===== config.mk =====
export PLATFORM = sky130hd
export DESIGN_NAME = adjacency_matrix_dfs_order_core
export DESIGN_NICKNAME = d
export VERILOG_FILES = /design/src/rtl/core/amdfs_pkg.sv /design/src/rtl/core/adjacency_matrix_dfs_order_core.sv /design/src/rtl/core/amdfs_adj_ram.sv
export SDC_FILE = /design/constraint.sdc
export NUM_CORES = 2
export LEC_CHECK = 0
export BUFFER_PORTS_ARGS = -buffer_cell sky130_fd_sc_hd__buf_2
export CORE_ASPECT_RATIO = 0.5
export CORE_MARGIN = 2
export CORE_UTILIZATION = 35
export DETAILED_ROUTE_END_ITERATION = 6
export PLACE_DENSITY = 0.55
export SYNTH_ARGS = -nofsm -noshare
export SYNTH_HDL_FRONTEND = slang
export SYNTH_SLANG_ARGS = --single-unit

===== constraint.sdc =====
create_clock -name aclk -period 4.5 [get_ports aclk]
set_input_delay 0.9 -clock aclk [delete_from_list [all_inputs] [get_ports aclk]]
set_output_delay 0.9 -clock aclk [all_outputs]
set_load 0.02 [all_outputs]

===== src/rtl/core/amdfs_pkg.sv =====
// Shared constants and types for the adjacency-matrix depth-first search core.
// No dependencies; compile before the modules.
`timescale 1ns / 1ps
`default_nettype none

package amdfs_pkg;

    // Fixed field widths of the ports
    localparam int NODE_W = 5;           // node number on the ports
    localparam int CFG_W  = 6;           // node_count register
    localparam int N_W    = CFG_W + 1;   // width for node-count compares

    localparam logic [CFG_W-1:0] NODE_COUNT_RESET = CFG_W'(32);

    // At most this many results per search
    localparam int RESULT_CAP = 32;
    localparam int CAP_W      = 6;

    // Operation codes
    localparam logic OP_CONNECT = 1'b0;
    localparam logic OP_SEARCH  = 1'b1;

    // Control strobes toward the adjacency row memory
    typedef struct packed {
        logic rd_en;
        logic wr_en;
    } adj_ctl_t;

endpackage

`default_nettype wire


===== src/rtl/core/adjacency_matrix_dfs_order_core.sv =====
// Depth-first search over an undirected adjacency matrix held in block memory.
// Connect reads row a, writes row a while reading row b, then writes row b. Search
// pushes nodes and pops them through adjacency and stack memory reads.
// One item at a time; input ready only while idle. Output stalls pause the walk until the result cap is reached.
// Reset (synchronous, aresetn low): no edges, node_count = 32, no result pending.
`timescale 1ns / 1ps
`default_nettype none

module adjacency_matrix_dfs_order_core #(
    parameter int MAX_NODES = 32
) (
    input  wire                           aclk,
    input  wire                           aresetn,
    // node_count register write
    input  wire                           cfg_valid,
    output logic                          cfg_ready,
    input  wire  [amdfs_pkg::CFG_W-1:0]   cfg_data,
    // items
    input  wire                           s_valid,
    output logic                          s_ready,
    input  wire                           s_operation,
    input  wire  [amdfs_pkg::NODE_W-1:0]  s_node_a,
    input  wire  [amdfs_pkg::NODE_W-1:0]  s_node_b,
    // visiting order
    output logic                          m_valid,
    input  wire                           m_ready,
    output logic [amdfs_pkg::NODE_W-1:0]  m_visited_node,
    output logic                          m_last
);
    import amdfs_pkg::*;

    localparam int ADDR_W = $clog2(MAX_NODES);
    localparam int CNT_W  = $clog2(MAX_NODES + 1);

    localparam logic [2:0] S_IDLE   = 3'd0;
    localparam logic [2:0] S_CONN_A = 3'd1;   // write row a, read row b
    localparam logic [2:0] S_CONN_B = 3'd2;   // write row b
    localparam logic [2:0] S_CHECK  = 3'd3;   // loop test, read row of top
    localparam logic [2:0] S_SCAN   = 3'd4;   // pick neighbor or pop
    localparam logic [2:0] S_POP    = 3'd5;   // new top from stack memory
    localparam logic [2:0] S_FINISH = 3'd6;   // emit final node

    localparam logic [MAX_NODES-1:0] ONE_BIT = MAX_NODES'(1);

    // ---------------- registers ----------------
    logic [2:0]           state_reg, state_next;
    logic [CFG_W-1:0]     node_count_reg;
    logic [NODE_W-1:0]    arg_a_reg, arg_a_next;
    logic [NODE_W-1:0]    arg_b_reg, arg_b_next;
    logic [MAX_NODES-1:0] visited_reg, visited_next;
    logic [CNT_W-1:0]     vcount_reg, vcount_next;
    logic [CNT_W-1:0]     depth_reg, depth_next;
    logic [NODE_W-1:0]    top_reg, top_next;
    logic [NODE_W-1:0]    pend_reg, pend_next;   // found node not yet emitted
    logic [CAP_W-1:0]     emit_cnt_reg, emit_cnt_next;
    logic                 m_valid_reg, m_valid_next;
    logic [NODE_W-1:0]    m_node_reg, m_node_next;
    logic                 m_last_reg, m_last_next;

    // ---------------- memories ----------------
    adj_ctl_t             adj_ctl;
    logic [ADDR_W-1:0]    adj_rd_addr, adj_wr_addr;
    logic [MAX_NODES-1:0] adj_wr_data, adj_rd_data;

    logic [NODE_W-1:0]    stack_mem [MAX_NODES];
    logic [NODE_W-1:0]    stk_rd_reg;
    logic                 stk_we, stk_re;
    logic [ADDR_W-1:0]    stk_wr_addr, stk_rd_addr;
    logic [NODE_W-1:0]    stk_wr_data;

    amdfs_adj_ram #(
        .DEPTH  (MAX_NODES),
        .ADDR_W (ADDR_W)
    ) u_adj_ram (
        .aclk    (aclk),
        .aresetn (aresetn),
        .ctl     (adj_ctl),
        .rd_addr (adj_rd_addr),
        .wr_addr (adj_wr_addr),
        .wr_data (adj_wr_data),
        .rd_data (adj_rd_data)
    );

    always_ff @(posedge aclk) begin
        if (stk_we) begin
            stack_mem[stk_wr_addr] <= stk_wr_data;
        end
        if (stk_re) begin
            stk_rd_reg <= stack_mem[stk_rd_addr];
        end
    end

    // ---------------- derived values ----------------
    logic [N_W-1:0]       n_active;
    logic [MAX_NODES-1:0] all_mask;
    logic [MAX_NODES-1:0] cand;
    logic [ADDR_W-1:0]    next_idx;
    logic                 out_free;
    logic                 s_xfer;
    logic                 a_in_range, b_in_range;
    logic                 walk_done;

    assign n_active = (N_W'(node_count_reg) > N_W'(MAX_NODES)) ? N_W'(MAX_NODES)
                                                              : N_W'(node_count_reg);

    always_comb begin
        for (int i = 0; i < MAX_NODES; i++) begin
            all_mask[i] = (N_W'(i) < n_active);
        end
    end

    assign cand = adj_rd_data & all_mask & ~visited_reg;

    // lowest set candidate bit
    always_comb begin
        next_idx = '0;
        for (int i = MAX_NODES - 1; i >= 0; i--) begin
            if (cand[i]) begin
                next_idx = ADDR_W'(i);
            end
        end
    end

    assign out_free   = !m_valid_reg || m_ready;
    assign s_ready    = (state_reg == S_IDLE);
    assign s_xfer     = s_valid && s_ready;
    assign cfg_ready  = 1'b1;
    assign a_in_range = (N_W'(s_node_a) < n_active);
    assign b_in_range = (N_W'(s_node_b) < n_active);
    assign walk_done  = (depth_reg == '0) || (N_W'(vcount_reg) == n_active);

    // ---------------- control ----------------
    always_comb begin
        state_next    = state_reg;
        arg_a_next    = arg_a_reg;
        arg_b_next    = arg_b_reg;
        visited_next  = visited_reg;
        vcount_next   = vcount_reg;
        depth_next    = depth_reg;
        top_next      = top_reg;
        pend_next     = pend_reg;
        emit_cnt_next = emit_cnt_reg;
        m_valid_next  = m_valid_reg && !m_ready;
        m_node_next   = m_node_reg;
        m_last_next   = m_last_reg;

        adj_ctl       = '0;
        adj_rd_addr   = ADDR_W'(s_node_a);
        adj_wr_addr   = ADDR_W'(arg_a_reg);
        adj_wr_data   = adj_rd_data | (ONE_BIT << ADDR_W'(arg_b_reg));

        stk_we        = 1'b0;
        stk_re        = 1'b0;
        stk_wr_addr   = ADDR_W'(depth_reg);
        stk_wr_data   = NODE_W'(next_idx);
        stk_rd_addr   = ADDR_W'(depth_reg - CNT_W'(2));

        unique case (state_reg)
            S_IDLE: begin
                if (s_xfer) begin
                    arg_a_next = s_node_a;
                    arg_b_next = s_node_b;
                    if (s_operation == OP_CONNECT) begin
                        if (a_in_range && b_in_range) begin
                            adj_ctl.rd_en = 1'b1;
                            state_next    = S_CONN_A;
                        end
                    end else if (a_in_range) begin
                        // start node: visited, pushed, held for emission
                        visited_next  = ONE_BIT << ADDR_W'(s_node_a);
                        vcount_next   = CNT_W'(1);
                        depth_next    = CNT_W'(1);
                        stk_we        = 1'b1;
                        stk_wr_addr   = '0;
                        stk_wr_data   = s_node_a;
                        top_next      = s_node_a;
                        pend_next     = s_node_a;
                        emit_cnt_next = CAP_W'(1);
                        state_next    = S_CHECK;
                    end
                end
            end
            S_CONN_A: begin
                adj_ctl.wr_en = 1'b1;
                adj_ctl.rd_en = 1'b1;
                adj_rd_addr   = ADDR_W'(arg_b_reg);
                state_next    = S_CONN_B;
            end
            S_CONN_B: begin
                adj_ctl.wr_en = 1'b1;
                adj_wr_addr   = ADDR_W'(arg_b_reg);
                adj_wr_data   = adj_rd_data | (ONE_BIT << ADDR_W'(arg_a_reg));
                state_next    = S_IDLE;
            end
            S_CHECK: begin
                if (walk_done) begin
                    state_next = S_FINISH;
                end else begin
                    adj_ctl.rd_en = 1'b1;
                    adj_rd_addr   = ADDR_W'(top_reg);
                    state_next    = S_SCAN;
                end
            end
            S_SCAN: begin
                if (cand == '0) begin
                    depth_next = depth_reg - CNT_W'(1);
                    if (depth_reg > CNT_W'(1)) begin
                        stk_re     = 1'b1;
                        state_next = S_POP;
                    end else begin
                        state_next = S_CHECK;
                    end
                end else if (emit_cnt_reg < CAP_W'(RESULT_CAP)) begin
                    // found node displaces the held one, which is not last
                    if (out_free) begin
                        m_valid_next  = 1'b1;
                        m_node_next   = pend_reg;
                        m_last_next   = 1'b0;
                        pend_next     = NODE_W'(next_idx);
                        emit_cnt_next = emit_cnt_reg + CAP_W'(1);
                        visited_next  = visited_reg | (ONE_BIT << next_idx);
                        vcount_next   = vcount_reg + CNT_W'(1);
                        stk_we        = (depth_reg < CNT_W'(MAX_NODES));
                        depth_next    = stk_we ? depth_reg + CNT_W'(1) : depth_reg;
                        top_next      = NODE_W'(next_idx);
                        state_next    = S_CHECK;
                    end
                end else begin
                    // result cap reached: keep walking, emit nothing
                    visited_next = visited_reg | (ONE_BIT << next_idx);
                    vcount_next  = vcount_reg + CNT_W'(1);
                    stk_we       = (depth_reg < CNT_W'(MAX_NODES));
                    depth_next   = stk_we ? depth_reg + CNT_W'(1) : depth_reg;
                    top_next     = NODE_W'(next_idx);
                    state_next   = S_CHECK;
                end
            end
            S_POP: begin
                top_next   = stk_rd_reg;
                state_next = S_CHECK;
            end
            S_FINISH: begin
                if (out_free) begin
                    m_valid_next = 1'b1;
                    m_node_next  = pend_reg;
                    m_last_next  = 1'b1;
                    state_next   = S_IDLE;
                end
            end
            default: begin
                state_next = S_IDLE;
            end
        endcase
    end

    always_ff @(posedge aclk) begin
        if (!aresetn) begin
            state_reg      <= S_IDLE;
            node_count_reg <= NODE_COUNT_RESET;
            visited_reg    <= '0;
            vcount_reg     <= '0;
            depth_reg      <= '0;
            emit_cnt_reg   <= '0;
            m_valid_reg    <= 1'b0;
        end else begin
            state_reg    <= state_next;
            visited_reg  <= visited_next;
            vcount_reg   <= vcount_next;
            depth_reg    <= depth_next;
            emit_cnt_reg <= emit_cnt_next;
            m_valid_reg  <= m_valid_next;
            if (cfg_valid && cfg_ready) begin
                node_count_reg <= cfg_data;
            end
        end
    end

    always_ff @(posedge aclk) begin
        arg_a_reg  <= arg_a_next;
        arg_b_reg  <= arg_b_next;
        top_reg    <= top_next;
        pend_reg   <= pend_next;
        m_node_reg <= m_node_next;
        m_last_reg <= m_last_next;
    end

    assign m_valid        = m_valid_reg;
    assign m_visited_node = m_node_reg;
    assign m_last         = m_last_reg;

    // ---------------- checks ----------------
    a_visit_count: assert property (@(posedge aclk) disable iff (!aresetn)
        $countones(visited_reg) == 32'(vcount_reg))
        else $error("visited count out of step with visited bits");

    a_depth_bound: assert property (@(posedge aclk) disable iff (!aresetn)
        depth_reg <= CNT_W'(MAX_NODES))
        else $error("stack depth beyond node count");

    a_scan_nonempty: assert property (@(posedge aclk) disable iff (!aresetn)
        (state_reg == S_SCAN) |-> (depth_reg != '0))
        else $error("row scan with empty stack");

    a_last_at_end: assert property (@(posedge aclk) disable iff (!aresetn)
        (state_reg == S_FINISH && out_free) |=> (m_valid_reg && m_last_reg
                                                && state_reg == S_IDLE))
        else $error("final node not marked last");

    a_emit_cap: assert property (@(posedge aclk) disable iff (!aresetn)
        emit_cnt_reg <= CAP_W'(RESULT_CAP))
        else $error("more results than the cap");

endmodule

`default_nettype wire


===== src/rtl/core/amdfs_adj_ram.sv =====
// Adjacency row memory: one row per node, one read and one write port,
// registered read, per-row valid bits so unwritten rows read as zero.
// Depends on amdfs_pkg.
`timescale 1ns / 1ps
`default_nettype none

module amdfs_adj_ram #(
    parameter int DEPTH  = 32,
    parameter int ADDR_W = 5
) (
    input  wire                      aclk,
    input  wire                      aresetn,
    input  amdfs_pkg::adj_ctl_t      ctl,
    input  wire  [ADDR_W-1:0]        rd_addr,
    input  wire  [ADDR_W-1:0]        wr_addr,
    input  wire  [DEPTH-1:0]         wr_data,
    output logic [DEPTH-1:0]         rd_data
);
    import amdfs_pkg::*;

    logic [DEPTH-1:0] row_mem [DEPTH];
    logic [DEPTH-1:0] row_valid_reg;
    logic [DEPTH-1:0] rd_data_reg;
    logic             rd_valid_reg;

    always_ff @(posedge aclk) begin
        if (ctl.wr_en) begin
            row_mem[wr_addr] <= wr_data;
        end
        if (ctl.rd_en) begin
            rd_data_reg <= row_mem[rd_addr];
        end
    end

    always_ff @(posedge aclk) begin
        if (!aresetn) begin
            row_valid_reg <= '0;
            rd_valid_reg  <= 1'b0;
        end else begin
            if (ctl.wr_en) begin
                row_valid_reg[wr_addr] <= 1'b1;
            end
            if (ctl.rd_en) begin
                rd_valid_reg <= row_valid_reg[rd_addr];
            end
        end
    end

    // rows never written since reset have no edges
    assign rd_data = rd_valid_reg ? rd_data_reg : '0;

endmodule

`default_nettype wire

==> results.json <==
{
  "status": "complete, no violations",
  "vias": 30600,
  "drive_gt1_share_pct": 23.8,
  "async_reset_ff_share_pct": 0,
  "firstDrtPassIters": 7,
  "slew_headroom_pct": 11.1,
  "routed_wl_mm": 154,
  "rows": 101,
  "die_h_um": 282,
  "drv_slew": 0,
  "clk-insertion-delay-late_ns": 0.77,
  "postCtsHoldBufs": 0,
  "die_w_um": 560,
  "vdd_drop_max_mv": 0.415,
  "cp-start-kind": "flop",
  "top_regs": "u_adj_ram.row_mem: 1024 flops, stack_mem: 160 flops",
  "drc_errors": 0,
  "synth_seq_cells": 1340,
  "reg2regPathDepth": 13,
  "netlist_instances": 3076,
  "final_area_um2": 62300,
  "fill_cells": 13700,
  "clock_sink_count": 1340,
  "final.setup.worst_slack_ns": 0.344,
  "syn_area_um2": 54200,
  "ys_warn_count": 0,
  "drtIter0Drc": 3939,
  "critPathArrivalTime_ns": 4.60,
  "postPlaceCellArea_um2": 58400,
  "postCtsSetupBuffers": 0,
  "setup_violations": 0,
  "tightest_slew_ns": 1.33,
  "wire_per_inst_um": 28.6,
  "numCtsBuffers": 121,
  "cp.required_ns": 4.94,
  "period_share_pct": 92.4,
  "grt.total_usage_pct": 19.4,
  "die_area_um2": 158000,
  "syn2layout_area_growth_pct": 15.0,
  "hold_class": "reg -> reg",
  "dpl_worst_slack_ns": 0.340,
  "grt_start_max_net_pins": 50,
  "start_util_pct": 35.5,
  "hpwlAfterDp_mm": 91.3,
  "finalCriticalPeriod_ns": 4.16,
  "gp_congestion": 0.917,
  "skew_ns": 0.0693,
  "cts_tree": "built",
  "grt_pass1_vias": 30000,
  "max_clock_freq_mhz": 241,
  "synth_ff_type": "edfxtp_1",
  "critPathCaptureType": "flop",
  "drt-vias-per-instance": 5.68,
  "drv_cap": 0,
  "p_per_area_nw_per_um2": 645,
  "gr-total-overflow": 0,
  "avgSynthCellArea_um2": 17.6,
  "crit_type": "reg -> reg",
  "ant_nets": 0,
  "syn_nets": 3115,
  "antenna_cells": 0,
  "ctsHtreeMaxLevel": 3,
  "core_um2": 153000,
  "synth_edf_count": 1247,
  "nNetsFinal": 3266,
  "cp_max_fo": 30,
  "path_clk_slew_ns": 0.07,
  "largest-register": "u_adj_ram.row_mem",
  "placedCellCount": 5164,
  "ys_types": 86,
  "cts_root_buf": "clkbuf_16",
  "ioPinCount": 31,
  "yosysSeqAreaShare_pct": 72.6,
  "antenna_found_initial": 10,
  "final_cells": 5384,
  "port_buffers": 29,
  "rsz0062_at_grt": "no",
  "largest_reg_flops": 1024,
  "grt_pass1_wl_mm": 220,
  "finalHoldViolations": 0,
  "power_leakage_nw": 19.9,
  "tns_ns": 0,
  "cts.path.max_buffers": 3,
  "cts_resized": 0,
  "hold_depth": 0
}
[synthesized netlist by cell type (23+ instances only)]
cell type | count | area (um^2)
a21oi_1 | 60 | 300
a22oi_1 | 23 | 173
a32oi_1 | 43 | 377
and3_1 | 40 | 250
clkbuf_1 | 111 | 417
dfxtp_1 | 93 | 1860
edfxtp_1 | 1247 | 37400
inv_1 | 25 | 93.8
mux2i_1 | 63 | 631
mux4_2 | 305 | 6870
nand2_1 | 305 | 1140
nand3_1 | 88 | 440
nor2_1 | 201 | 754
nor3_1 | 25 | 125
o21ai_0 | 87 | 435
[report_power, final]
| part | internal, mW | switching, mW |
|---|---|---|
| clock network | 5.62 | 4.63 |
| logic | 5.16 | 8.43 |
| registers | 15.8 | 0.589 |
[cell type report]
class	instances	area (um^2)	share of cell area (%)
timing repair buffer	205	2090	3.36
tap	2060	2580	4.14
inverter	26	97.6	0.157
sequential	1340	39300	63.1
clock buffer	149	3190	5.13
multi-input combinational	1533	14300	23.0
clock inverter	71	683	1.10
[path summary, 6_finish.rpt]
| path | from | to | slack, ns |
|---|---|---|---|
| setup / recovery | node_count_reg[5] | u_adj_ram.rd_data_reg[28] | 0.34 |
| hold / removal | pend_reg[2] | m_visited_node[2] | 0.42 |
| setup reg to reg | node_count_reg[5] | u_adj_ram.rd_data_reg[28] | 0.34 |
| hold reg to reg | pend_reg[2] | m_visited_node[2] | 0.42 |
[layer usage]
layer	vias up	share of wire [%]	track usage (%)	wire, um
met5	-	0.034	0	53
met4	8	2.5	4.81	3830
met3	236	8.9	4.30	13800
met2	1377	44	29.2	68300
met1	16300	44	28.4	68200
li1	12600	-	-	-
[kinds of logic after synthesis]
family          after synthesis  synth area share [%]
flops                      1340                  72.6
simple gates                776                  6.52
mux                         380                  14.1
compound gates              344                  4.31
buf+inv                     203                  1.83
fa+ha+maj                    17                 0.393
xor+xnor                     15                 0.243
other cells                   1               0.00692
[cells in the final DEF, fill, tap and decap left out, types with 8 or more instances in the layout]
cell       instances
a21oi_1           60
a22oi_1           23
a31oi_1           20
a32oi_1           43
and2_1             9
and3_1            40
buf_12            50
buf_2             29
buf_4            126
bufinv_16         10
clkbuf_1          23
clkbuf_16        122
clkinv_1          23
clkinv_2          22
dfxtp_1           91
edfxtp_1        1247
ha_1              17
inv_1             23
mux2_2            11
mux2i_1           63
mux4_2           305
nand2_1          305
nand2b_1          17
nand3_1           88
nand3b_1          12
nor2_1           164
nor2_4            36
nor2b_1           14
nor3_1            24
nor4_1             8
nor4b_1            8
o211ai_1          10
o21a_1            16
o21ai_0           54
o21ai_2           25
or3_1             13
xor2_1             9
[critical path: stages (launching register included)]
cell,delay (ns)
dfxtp_1,0.40
nor2b_1,0.39
a32oi_1,0.17
a222oi_1,0.24
buf_4,0.22
nor2_2,0.07
and4_4,0.21
a311oi_4,0.50
buf_12,0.36
buf_12,0.24
mux4_2,0.51
mux2i_1,0.14
a32oi_1,0.09
and3_1,0.32
[stage by stage]
stage | hold slack [ns] | utilization (%) | power [mW]
6_report | 0.421 | 40.8 | 40.2
5_1_grt | 0.374 | 40.8 | 41.9
4_1_cts | 0.365 | 40.8 | 40.4
3_5_place_dp | 0.407 | 38.3 | 30.2
3_3_place_gp | 0.406 | 38.3 | 30.2
2_1_floorplan | 0.400 | - | 24.8
Note: power is estimated with default switching activity, not from simulation.
